[src/rtl/core/gsps_pkg.sv]
// Package for the grid stroke point selector.
// Holds field widths, register indexes and the result type.
// No dependencies.
package gsps_pkg;

  localparam int MaxGrid    = 64;
  localparam int DiffW      = 16;
  localparam int GridW      = 7;
  localparam int ThrW       = 16;
  localparam int OffW       = 6;
  localparam int SumW       = 28;
  localparam int AreaW      = 13;
  localparam int LimitW     = 29;
  localparam int DistW      = 12;
  localparam int CfgIndexW  = 2;
  localparam int CfgDataW   = 16;

  localparam logic [CfgIndexW-1:0] RegGridSize      = 2'd0;
  localparam logic [CfgIndexW-1:0] RegErrorThreshold = 2'd1;

  localparam logic [GridW-1:0] GridReset      = 7'd8;
  localparam logic [ThrW-1:0]  ThresholdReset = 16'd100;

  typedef struct packed {
    logic            paint;
    logic [OffW-1:0] offset_x;
    logic [OffW-1:0] offset_y;
  } result_t;

endpackage

[src/rtl/core/gsps_pixel_if.sv]
// Channel interfaces of the grid stroke point selector.
// Depends on gsps_pkg for the payload widths and the result type.
interface gsps_pixel_if;
  logic                           valid;
  logic                           ready;
  logic [gsps_pkg::DiffW-1:0]     difference;

  modport source (output valid, output difference, input ready);
  modport sink (input valid, input difference, output ready);
endinterface

interface gsps_result_if;
  logic              valid;
  logic              ready;
  gsps_pkg::result_t data;

  modport source (output valid, output data, input ready);
  modport sink (input valid, input data, output ready);
endinterface

[src/rtl/core/grid_stroke_point_selector_top.sv]
// Top level of the grid stroke point selector.
// Depends on gsps_pkg and the channel interfaces in gsps_pixel_if.sv.
//
//   channel   direction  payload                        request taken when
//   pixel     in         difference                     valid && ready
//   result    out        paint, offset_x, offset_y      valid && ready
//   cfg       in         cfg_index, cfg_data            cfg_write
//
// One pixel is taken every cycle while the hold register can accept it. The
// last pixel of a cell is captured in a hold register when it is taken and
// moves to the result register once that is free or being read, where its
// result is offered. The threshold limit is a registered product of the
// threshold and the cell area, loaded from the threshold and area registers.
// Reset is synchronous; a stalled result holds while new pixels keep flowing
// until both the hold register and the result register are full.
module grid_stroke_point_selector_top (
  input  logic                               clk,
  input  logic                               rst,
  input  logic                               cfg_write,
  input  logic [gsps_pkg::CfgIndexW-1:0]     cfg_index,
  input  logic [gsps_pkg::CfgDataW-1:0]      cfg_data,
  gsps_pixel_if.sink                         pixel,
  gsps_result_if.source                      result
);

  logic [gsps_pkg::GridW-1:0]   grid;
  logic [gsps_pkg::AreaW-1:0]   area;
  logic [gsps_pkg::ThrW-1:0]    threshold;
  logic [gsps_pkg::LimitW-1:0]  limit;

  logic [gsps_pkg::OffW-1:0]    column_count;
  logic [gsps_pkg::OffW-1:0]    row_count;
  logic [gsps_pkg::SumW-1:0]    error_sum;
  logic [gsps_pkg::DiffW-1:0]   best_value;
  logic [gsps_pkg::OffW-1:0]    best_x;
  logic [gsps_pkg::OffW-1:0]    best_y;
  logic [gsps_pkg::DistW-1:0]   best_distance;

  logic                         hold_valid;
  logic [gsps_pkg::SumW-1:0]    hold_sum;
  logic [gsps_pkg::OffW-1:0]    hold_x;
  logic [gsps_pkg::OffW-1:0]    hold_y;

  logic                         out_valid;
  gsps_pkg::result_t            out_data;

  logic [gsps_pkg::GridW-1:0]   grid_next;
  logic [gsps_pkg::AreaW-1:0]   area_next;
  logic [2*gsps_pkg::GridW-1:0] area_full;
  logic [gsps_pkg::LimitW:0]    limit_full;

  logic                         take;
  logic                         out_load;
  logic                         hold_move;
  logic [gsps_pkg::OffW-1:0]    centre;
  logic [gsps_pkg::OffW-1:0]    abs_dx;
  logic [gsps_pkg::OffW-1:0]    abs_dy;
  logic [2*gsps_pkg::OffW:0]    dist_full;
  logic [gsps_pkg::DistW-1:0]   pixel_dist;
  logic                         first;
  logic                         better;
  logic                         last_col;
  logic                         last_row;
  logic [gsps_pkg::SumW-1:0]    sum_next;
  logic                         paint_next;

  // Clamp the written cell side and square it for the threshold limit.
  always_comb begin
    grid_next = cfg_data[gsps_pkg::GridW-1:0];
    if (grid_next == '0) begin
      grid_next = gsps_pkg::GridW'(1);
    end else if (grid_next > gsps_pkg::GridW'(gsps_pkg::MaxGrid)) begin
      grid_next = gsps_pkg::GridW'(gsps_pkg::MaxGrid);
    end
    area_full = grid_next * grid_next;
    area_next = area_full[gsps_pkg::AreaW-1:0];
  end

  // The mean exceeds the threshold exactly when sum >= (threshold + 1) * area.
  assign limit_full = ({1'b0, threshold} + 17'd1) * area;

  assign out_load  = !out_valid || result.ready;
  assign hold_move = hold_valid && out_load;
  assign take      = pixel.valid && pixel.ready;
  assign pixel.ready = !hold_valid || out_load;

  always_comb begin
    centre = gsps_pkg::OffW'((grid - gsps_pkg::GridW'(1)) >> 1);
    abs_dx = (column_count >= centre) ? column_count - centre : centre - column_count;
    abs_dy = (row_count >= centre) ? row_count - centre : centre - row_count;
    dist_full = (2*gsps_pkg::OffW+1)'(abs_dx * abs_dx) +
                (2*gsps_pkg::OffW+1)'(abs_dy * abs_dy);
    pixel_dist = dist_full[gsps_pkg::DistW-1:0];
    first = (column_count == '0) && (row_count == '0);
    better = first || (pixel.difference > best_value) ||
             ((pixel.difference == best_value) && (pixel_dist < best_distance));
    last_col = ({1'b0, column_count} + gsps_pkg::GridW'(1)) >= grid;
    last_row = ({1'b0, row_count} + gsps_pkg::GridW'(1)) >= grid;
    sum_next = error_sum + gsps_pkg::SumW'(pixel.difference);
    paint_next = {1'b0, hold_sum} >= limit;
  end

  always_ff @(posedge clk) begin
    if (rst) begin
      grid          <= gsps_pkg::GridReset;
      area          <= gsps_pkg::AreaW'(gsps_pkg::GridReset * gsps_pkg::GridReset);
      threshold     <= gsps_pkg::ThresholdReset;
      limit         <= '0;
      column_count  <= '0;
      row_count     <= '0;
      error_sum     <= '0;
      best_value    <= '0;
      best_x        <= '0;
      best_y        <= '0;
      best_distance <= '1;
      hold_valid    <= 1'b0;
      out_valid     <= 1'b0;
    end else begin
      limit <= limit_full[gsps_pkg::LimitW-1:0];

      if (cfg_write && cfg_index == gsps_pkg::RegGridSize) begin
        grid          <= grid_next;
        area          <= area_next;
        column_count  <= '0;
        row_count     <= '0;
        error_sum     <= '0;
        best_value    <= '0;
        best_x        <= '0;
        best_y        <= '0;
        best_distance <= '1;
      end else if (take) begin
        if (last_col && last_row) begin
          column_count  <= '0;
          row_count     <= '0;
          error_sum     <= '0;
          best_value    <= '0;
          best_x        <= '0;
          best_y        <= '0;
          best_distance <= '1;
        end else begin
          error_sum <= sum_next;
          if (last_col) begin
            column_count <= '0;
            row_count    <= row_count + gsps_pkg::OffW'(1);
          end else begin
            column_count <= column_count + gsps_pkg::OffW'(1);
          end
          if (better) begin
            best_value    <= pixel.difference;
            best_x        <= column_count;
            best_y        <= row_count;
            best_distance <= pixel_dist;
          end
        end
      end

      if (cfg_write && cfg_index == gsps_pkg::RegErrorThreshold) begin
        threshold <= cfg_data[gsps_pkg::ThrW-1:0];
      end

      if (take && last_col && last_row) begin
        hold_valid <= 1'b1;
      end else if (hold_move) begin
        hold_valid <= 1'b0;
      end

      if (out_load) begin
        out_valid <= hold_valid;
      end
    end
  end

  // Payload registers: the last pixel of a cell may still take the best spot.
  always_ff @(posedge clk) begin
    if (take && last_col && last_row) begin
      hold_sum <= sum_next;
      if (better) begin
        hold_x <= column_count;
        hold_y <= row_count;
      end else begin
        hold_x <= best_x;
        hold_y <= best_y;
      end
    end
    if (hold_move) begin
      out_data.paint    <= paint_next;
      out_data.offset_x <= paint_next ? hold_x : '0;
      out_data.offset_y <= paint_next ? hold_y : '0;
    end
  end

  assign result.valid = out_valid;
  assign result.data  = out_data;

endmodule
[src/flat_wrapper.sv]
// flat-port wrapper written by rule: the top's interface ports become plain ports
module grid_stroke_point_selector_top_flat 
  (clk, rst, cfg_write, cfg_index, cfg_data, pixel_valid, pixel_difference, pixel_ready, result_valid, result_data, result_ready);
  gsps_pixel_if pixel_i ();
  gsps_result_if result_i ();
  input  logic clk;
  input  logic rst;
  input  logic cfg_write;
  input  logic [gsps_pkg::CfgIndexW-1:0] cfg_index;
  input  logic [gsps_pkg::CfgDataW-1:0] cfg_data;
  input wire logic [$bits(pixel_i.valid)-1:0] pixel_valid;
  input wire logic [$bits(pixel_i.difference)-1:0] pixel_difference;
  output wire logic [$bits(pixel_i.ready)-1:0] pixel_ready;
  output wire logic [$bits(result_i.valid)-1:0] result_valid;
  output wire logic [$bits(result_i.data)-1:0] result_data;
  input wire logic [$bits(result_i.ready)-1:0] result_ready;
  assign pixel_i.valid = pixel_valid;
  assign pixel_i.difference = pixel_difference;
  assign pixel_ready = pixel_i.ready;
  assign result_valid = result_i.valid;
  assign result_data = result_i.data;
  assign result_i.ready = result_ready;
  grid_stroke_point_selector_top u_core (.clk(clk), .rst(rst), .cfg_write(cfg_write), .cfg_index(cfg_index), .cfg_data(cfg_data), .pixel(pixel_i), .result(result_i));
endmodule
[config.mk]
export PLATFORM = sky130hd
export DESIGN_NAME = grid_stroke_point_selector_top_flat
export DESIGN_NICKNAME = d
export VERILOG_FILES = /design/src/rtl/core/gsps_pkg.sv /design/src/rtl/core/gsps_pixel_if.sv /design/src/rtl/core/grid_stroke_point_selector_top.sv /design/src/flat_wrapper.sv
export SDC_FILE = /design/constraint.sdc
export NUM_CORES = 1
export LEC_CHECK = 0
export BUFFER_PORTS_ARGS = -buffer_cell sky130_fd_sc_hd__buf_2
export CAP_MARGIN = 0
export CORE_ASPECT_RATIO = 0.9
export CORE_MARGIN = 2
export CORE_UTILIZATION = 35
export CTS_CLUSTER_SIZE = 30
export DETAILED_ROUTE_END_ITERATION = 7
export PLACE_DENSITY = 0.62
export REMOVE_ABC_BUFFERS = 1
export SLEW_MARGIN = 10
export SYNTH_ARGS = -nofsm -noshare
export SYNTH_HDL_FRONTEND = slang
export SYNTH_SLANG_ARGS = --single-unit
[constraint.sdc]
create_clock -name clk -period 9.5 [get_ports clk]
set_clock_uncertainty 0.15 [all_clocks]
set_input_delay 0.95 -clock clk [delete_from_list [all_inputs] [get_ports clk]]
set_output_delay 0.95 -clock clk [all_outputs]
set_load 0.01 [all_outputs]
---- Word-level counts from Yosys, hierarchy flattened ----
Index checks and enable logic that the tools add are counted.
operators by class
  $mul .................................... 4
  reductions and logical operators ........ 25
  mux-type cells .......................... 19
  eq/ne operators ......................... 2
  magnitude comparators ................... 8
  $add $sub $neg .......................... 12
operator list
  operator                                        number
  2-to-1 mux 6 bit                                10
  2-to-1 mux 16 bit                               2
  multiplier 30 x 13 -> 29 bit                    1
  greater-or-equal comparator 28 x 29 -> 1 bit    1
  adder 28 x 16 -> 28 bit                         1
  2-to-1 mux 28 bit                               1
  multiplier 6 x 6 -> 12 bit                      2
  2-to-1 mux 12 bit                               2
  subtractor 6 bit                                4
  adder 16 x 1 -> 17 bit (second input constant)  1
  == test 16 bit                                  1
  > comparator 16 bit                             1
  adder 6 x 1 -> 7 bit (second input constant)    2
  greater-or-equal comparator 7 bit               2
  2-to-1 mux 7 bit                                2
  multiplier 7 x 7 -> 13 bit                      1
  adder 12 bit                                    1
  adder 6 x 1 -> 6 bit (second input constant)    2
  greater-or-equal comparator 6 bit               2
  zero test 6 bit                                 2
  less-than comparator 12 bit                     1
  logical AND 1 bit                               9
  > comparator 7 bit (second input constant)      1
  zero test 7 bit                                 1
  9 further kinds                                 17
storage, ports and cells
  output and inout port bits .............. 15
  logic and storage cells ................. 89
  register bits ........................... 200

---- Depth between registers and ports, before layout ----
  depth after elaboration ................. 10
  depth in mapped cells ................... 42
  gate-level depth less buffers ........... 40

---- Worst setup path before layout ----
OpenSTA, ideal clock, no wires.
  path type ............................... reg-to-reg
  start ................................... register, netlist name u_core.area[0]
  end ..................................... register u_core.best_distance[5] in the netlist's numbering
  required time ........................... 9.208 ns
  path slack .............................. -0.056 ns
  library setup time ...................... 0.142 ns
  stages on the path, launching flop included .. 42
  data arrival time ....................... 9.264 ns
  buffers on the path ..................... 2
  path through ............................ dfxtp_1 inv_1 ha_1 nor3b_1 xnor2_1 ha_1 and4_1 o31ai_1 a2bb2oi_1 or2_0 buf_2 mux2i_1 xnor2_1 inv_1 nor2_1 inv_1 fa_1 fa_1 (+6 left out) ha_1 a21o_1 a21oi_1 o21bai_1 a21oi_1 o21ai_0 xnor2_1 xnor2_1 xnor2_1 ha_1 a211oi_1 nand2_1 nor2_1 o41ai_2 nor2_1 nor2_1 clkbuf_1 a22oi_1
RTL lines
  what                  line                                   RTL
  end signal, assigned  grid_stroke_point_selector_top.sv:152  best_distance <= pixel_dist;
  end, declared         grid_stroke_point_selector_top.sv:37   logic [gsps_pkg::DistW-1:0] best_distance;

---- Worst setup path after layout ----
  start ................................... register u_core.grid[1] in the netlist's numbering
  end ..................................... register u_core.best_distance[10] in the netlist's numbering
on the way
  word-level cells in the longest chain between the ends .. 10
  elaborated cells between the ends (all ways) .. 22
ends and longest elaborated chain
  what                                            line                                                                        RTL
  start, declared                                 grid_stroke_point_selector_top.sv:26                                        logic [gsps_pkg::GridW-1:0] grid;
  start signal, assigned                          grid_stroke_point_selector_top.sv:105                                       grid <= gsps_pkg::GridReset;
  start signal, assigned                          grid_stroke_point_selector_top.sv:122                                       grid <= grid_next;
  subtractor 7 x 1 -> 7 bit                       grid_stroke_point_selector_top.sv:88                                        centre = gsps_pkg::OffW'((grid - gsps_pkg::GridW'(1)) >> 1);
  subtractor 6 bit, or another cell as far along  grid_stroke_point_selector_top.sv:89                                        abs_dx = (column_count >= centre) ? column_count - centre : centre - column_count;
  2-to-1 mux 6 bit (on tied branches)             grid_stroke_point_selector_top.sv:89, grid_stroke_point_selector_top.sv:90
  multiplier 6 x 6 -> 12 bit (on tied branches)   grid_stroke_point_selector_top.sv:91, grid_stroke_point_selector_top.sv:92
  adder 12 bit                                    grid_stroke_point_selector_top.sv:91                                        dist_full = (2*gsps_pkg::OffW+1)'(abs_dx * abs_dx) +
  less-than comparator 12 bit                     grid_stroke_point_selector_top.sv:96                                        ((pixel.difference == best_value) && (pixel_dist < best_distance));
  logical AND 1 bit                               grid_stroke_point_selector_top.sv:96
  logical OR 1 bit                                grid_stroke_point_selector_top.sv:95                                        better = first || (pixel.difference > best_value) ||
  nonzero test 2 bit (no source line)             -
  AND reduction 2 bit (no source line)            -
Parallel ways exist; a longest one is shown, timed or not. The select of a mux whose other input is x is not followed.
A chain may end at the register's enable or synchronous reset.

==> run_results.csv <==
group,metric,value,unit
run_status,status,"finished, final reports clean",
setup_path,crit_start,"u_core.grid[1]$_SDFFE_PP0P_",
power_and_ir_drop,power.share.sequential,21.9,%
setup_path,crit_slowest_cell,"or4_4",
clock_network,clk_pin_slew,80,ps
synthesis,synth_area_per_cell,9.072,um2
min_path,hold_start,"u_core.threshold[13]$_SDFFE_PP0P_",
timing,finalSetupViolCount,0,
run,cap_violations,0,
synthesis,synth_async_sr_flop_share,0,%
setup_path,cp_common_cell,"fa_1",
route,dr_total_vias,15010,
timing,setup_ws,490.4,ps
cells_and_area,syn_to_final_growth,10.74,%
setup_path,startpoint_type,"flip-flop",
clock_network,cts_tree,"done",
setup_path,cpPeakStageDelay,600,ps
global_routing,grtUsageMet3,2.422,%
power_and_ir_drop,total_power,4.486,mW
cells_and_area,stdcell_count,3021,
setup_path,endpoint,"u_core.best_distance[10]$_SDFFE_PP1P_",
floorplanning,start_util,35.52,%
route,ant_nets,0,
global_routing,grt_max_degree,50,
synthesis,yosys_most_used_dff,"dfxtp_1",
power_and_ir_drop,power_frac_comb,62.4,%
placement,place_area,21200,um2
power_and_ir_drop,power_leakage,10.45,nW
clock_network,cts_buffers,17,
synthesis,ys_ff_latch,198,
cells_and_area,layout_commonest_cell,"inv_1",
setup_path,reg2reg_to,"u_core.best_distance[10]$_SDFFE_PP1P_",
synthesis,synthTopCellsByArea,"fa_1 (22%), dfxtp_1 (15%), ha_1 (14%)",
global_routing,grtUsageMet2,27.73,%
clock_network,htreeDepth,4,
placement,dp.cells,2985,
floorplanning,core,55810,um2
synthesis,synth_top_area_share,22.02,%
global_routing,grt_most_used_layer,"met2",
floorplanning,die_h,229.8,um
power_and_ir_drop,peakVddDrop,0.4268,mV
clock_network,clkLatencyLatePin,470,ps
placement,hpwlAfterDp,37510,um
setup_path,r2r-start,"u_core.grid[1]$_SDFFE_PP0P_",
cells_and_area,layout-drive-gt1-share,8.168,%
setup_path,endpoint_kind,"flip-flop",
cells_and_area,diodes,0,
global_routing,grt.total_usage,16.65,%
route,wire_per_inst,15.59,um
setup_path,r2r_cells,37,
timing,relSlewSlack,16.98,%
power_and_ir_drop,p_int,2.476,mW
min_path,hold_class,"flip-flop to flip-flop",
power_and_ir_drop,netSwitchingFraction,44.80,%
setup_path,cpLargestDelayFamily,"adder cells",
global_routing,grt_pass1_vias,15720,
clock_network,cts_num_sinks,198,
route,via_per_inst,4.967,
route,first_pass_iters,5,
placement,place_congestion,0.8854,
cells_and_area,layout_common_cells,"inv_1 (346), nand2_1 (244), ha_1 (219)",
clock_network,clock_path_buffers,2,
clock_network,postCtsHoldBufs,0,
clock_network,cts.root.buffer_cell,"clkbuf_16",
synthesis,synthCells,2185,
power_and_ir_drop,p_clk_share,15.7,%
setup_path,crit_required,9700,ps
global_routing,grt_pass1_wl,78670,um
cells_and_area,final_util,39.33,%
setup_path,arrival,9200,ps
floorplanning,placementRows,82,
floorplanning,dieArea,58560,um2
timing,finalCritPeriodShare,94.84,%
synthesis,synth-edff-count,53,
synthesis,yosys.area.top_type,"fa_1",
timing,fmax,111.0,MHz
synthesis,syn_area,19820,um2
floorplanning,die_w,254.9,um
setup_path,path_buf_inv,4,
global_routing,antenna_found_initial,0,
timing,final_hold_viol_count,0,
placement,pre_cts_ws,-230.9,ps
cells_and_area,n_fill_cell,5627,
synthesis,ys_warn_count,0,
timing,report.final.slew_viol_count,0,
power_and_ir_drop,switching_power,2.010,mW
route,drc_errors,0,
synthesis,synth.distinct_cells,68,
timing,min_period,9010,ps
cells_and_area,final_nets,2732,
synthesis,synth.yosys.seq_area_share,22.67,%
placement,io_buffers,53,
setup_path,cp.depth,37,
timing,tightest_slew,1241,ps
cells_and_area,stdcell_area,21950,um2
setup_path,path_max_fanout,10,
global_routing,grt_use_met1,22.70,%
floorplanning,top_level_ports,54,
route,wl,47110,um
power_and_ir_drop,power.density,204.4,nW/um2
setup_path,path_class,"flip-flop to flip-flop",
setup_path,reg2reg_slack,490,ps
route,drtIter0Drc,873,
global_routing,grt.overflow.total,0,
[Yosys cell counts, drive strengths merged (51+ instances only)]
master	number
inv	348
xnor2	81
ha	223
a21oi	97
clkbuf	77
o21ai	59
edfxtp	53
fa	218
nor2	112
dfxtp	145
nand2	246
and2	89
nor2b	51
[registers in the layout (all words and copies together) (netlist names)]
signal                count
u_core.hold_sum          28
u_core.best_y             6
u_core.grid               6
u_core.error_sum         28
u_core.limit             29
u_core.area              12
u_core.column_count       6
u_core.result.data       13
u_core.best_value        16
u_core.best_x             6
u_core.threshold         16
u_core.hold_valid         1
u_core.row_count          6
u_core.result.valid       1
u_core.best_distance     12
u_core.hold_y             6
u_core.hold_x             6
[layout make-up]
class	count	area [um2]	share of cell area, %
Timing Repair Buffer	105	666.9	3.038
Tap cell	756	945.9	4.309
Inverter	349	1310	5.968
Clock inverter	12	116.4	0.5301
Multi-Input combinational cell	1581	13960	63.60
Sequential cell	198	4494	20.47
Clock buffer	20	456.7	2.080
[power groups by stage]
stage	Clock [mW]	Sequential (mW)	Combinational, mW
after global placement	0	0.999	2.70
after CTS	0.723	0.981	2.78
after global routing	0.754	0.991	3.23
after floorplan	0	0.983	2.06
after detailed placement	0	1.00	2.75
final	0.706	0.983	2.80
[cells by family (layout without fill, tap and decap cells)]
| family | Yosys count | in the layout | share of synthesized area [%] |
|---|---|---|---|
| AO/OA/AOI/OAI | 347 | 347 | 11.81 |
| AND/OR/NAND/NOR | 645 | 645 | 15.69 |
| other | 2 | 24 | 0.03789 |
| XOR/XNOR | 112 | 112 | 4.949 |
| flip-flops | 198 | 198 | 22.67 |
| multiplexers | 11 | 11 | 0.5807 |
| adder cells (fa/ha/maj) | 442 | 442 | 36.15 |
| buffers and inverters | 428 | 486 | 8.111 |
[tightest hold or removal path: cells and delay by family (launching register included)]
family | cells | cell delay, ps
flip-flops | 1 | 310
AND/OR/NAND/NOR | 1 | 50
AO/OA/AOI/OAI | 1 | 50
[metrics by stage]
step                      setup TNS [ps]  hold slack (ps)
after floorplan                   -31730            280.3
after global placement                 0            293.3
after detailed placement           -6454            298.9
after CTS                              0            309.7
after global routing              -178.9            332.7
final                                  0            309.0
[per-layer routing]
layer  vias to the layer above  wire, um
met1                      7462     22230
met3                        50      1729
met5                         -         0
met4                         0       655
li1                       7223         -
met2                       271     22500
[worst min path at each step]
stage	end	slack [ps]	cells after the start
3_5_place_dp	u_core.error_sum[3]$_SDFFE_PP0P_	300	2
3_3_place_gp	u_core.best_distance[0]$_SDFFE_PP1P_	290	1
4_1_cts	u_core.error_sum[3]$_SDFFE_PP0P_	310	2
2_1_floorplan	u_core.threshold[13]$_SDFFE_PP0P_	280	2
6_report	u_core.threshold[13]$_SDFFE_PP0P_	310	2
5_1_grt	u_core.error_sum[5]$_SDFFE_PP0P_	330	2
[timing repair]
item                       in CTS  in global routing
cloned                          0                  1
buffers inserted                0                  3
setup endpoints to repair      50                 52
pin swaps                       0                  8
resized for setup               6                 30
Power figures use the tool's default switching activity.
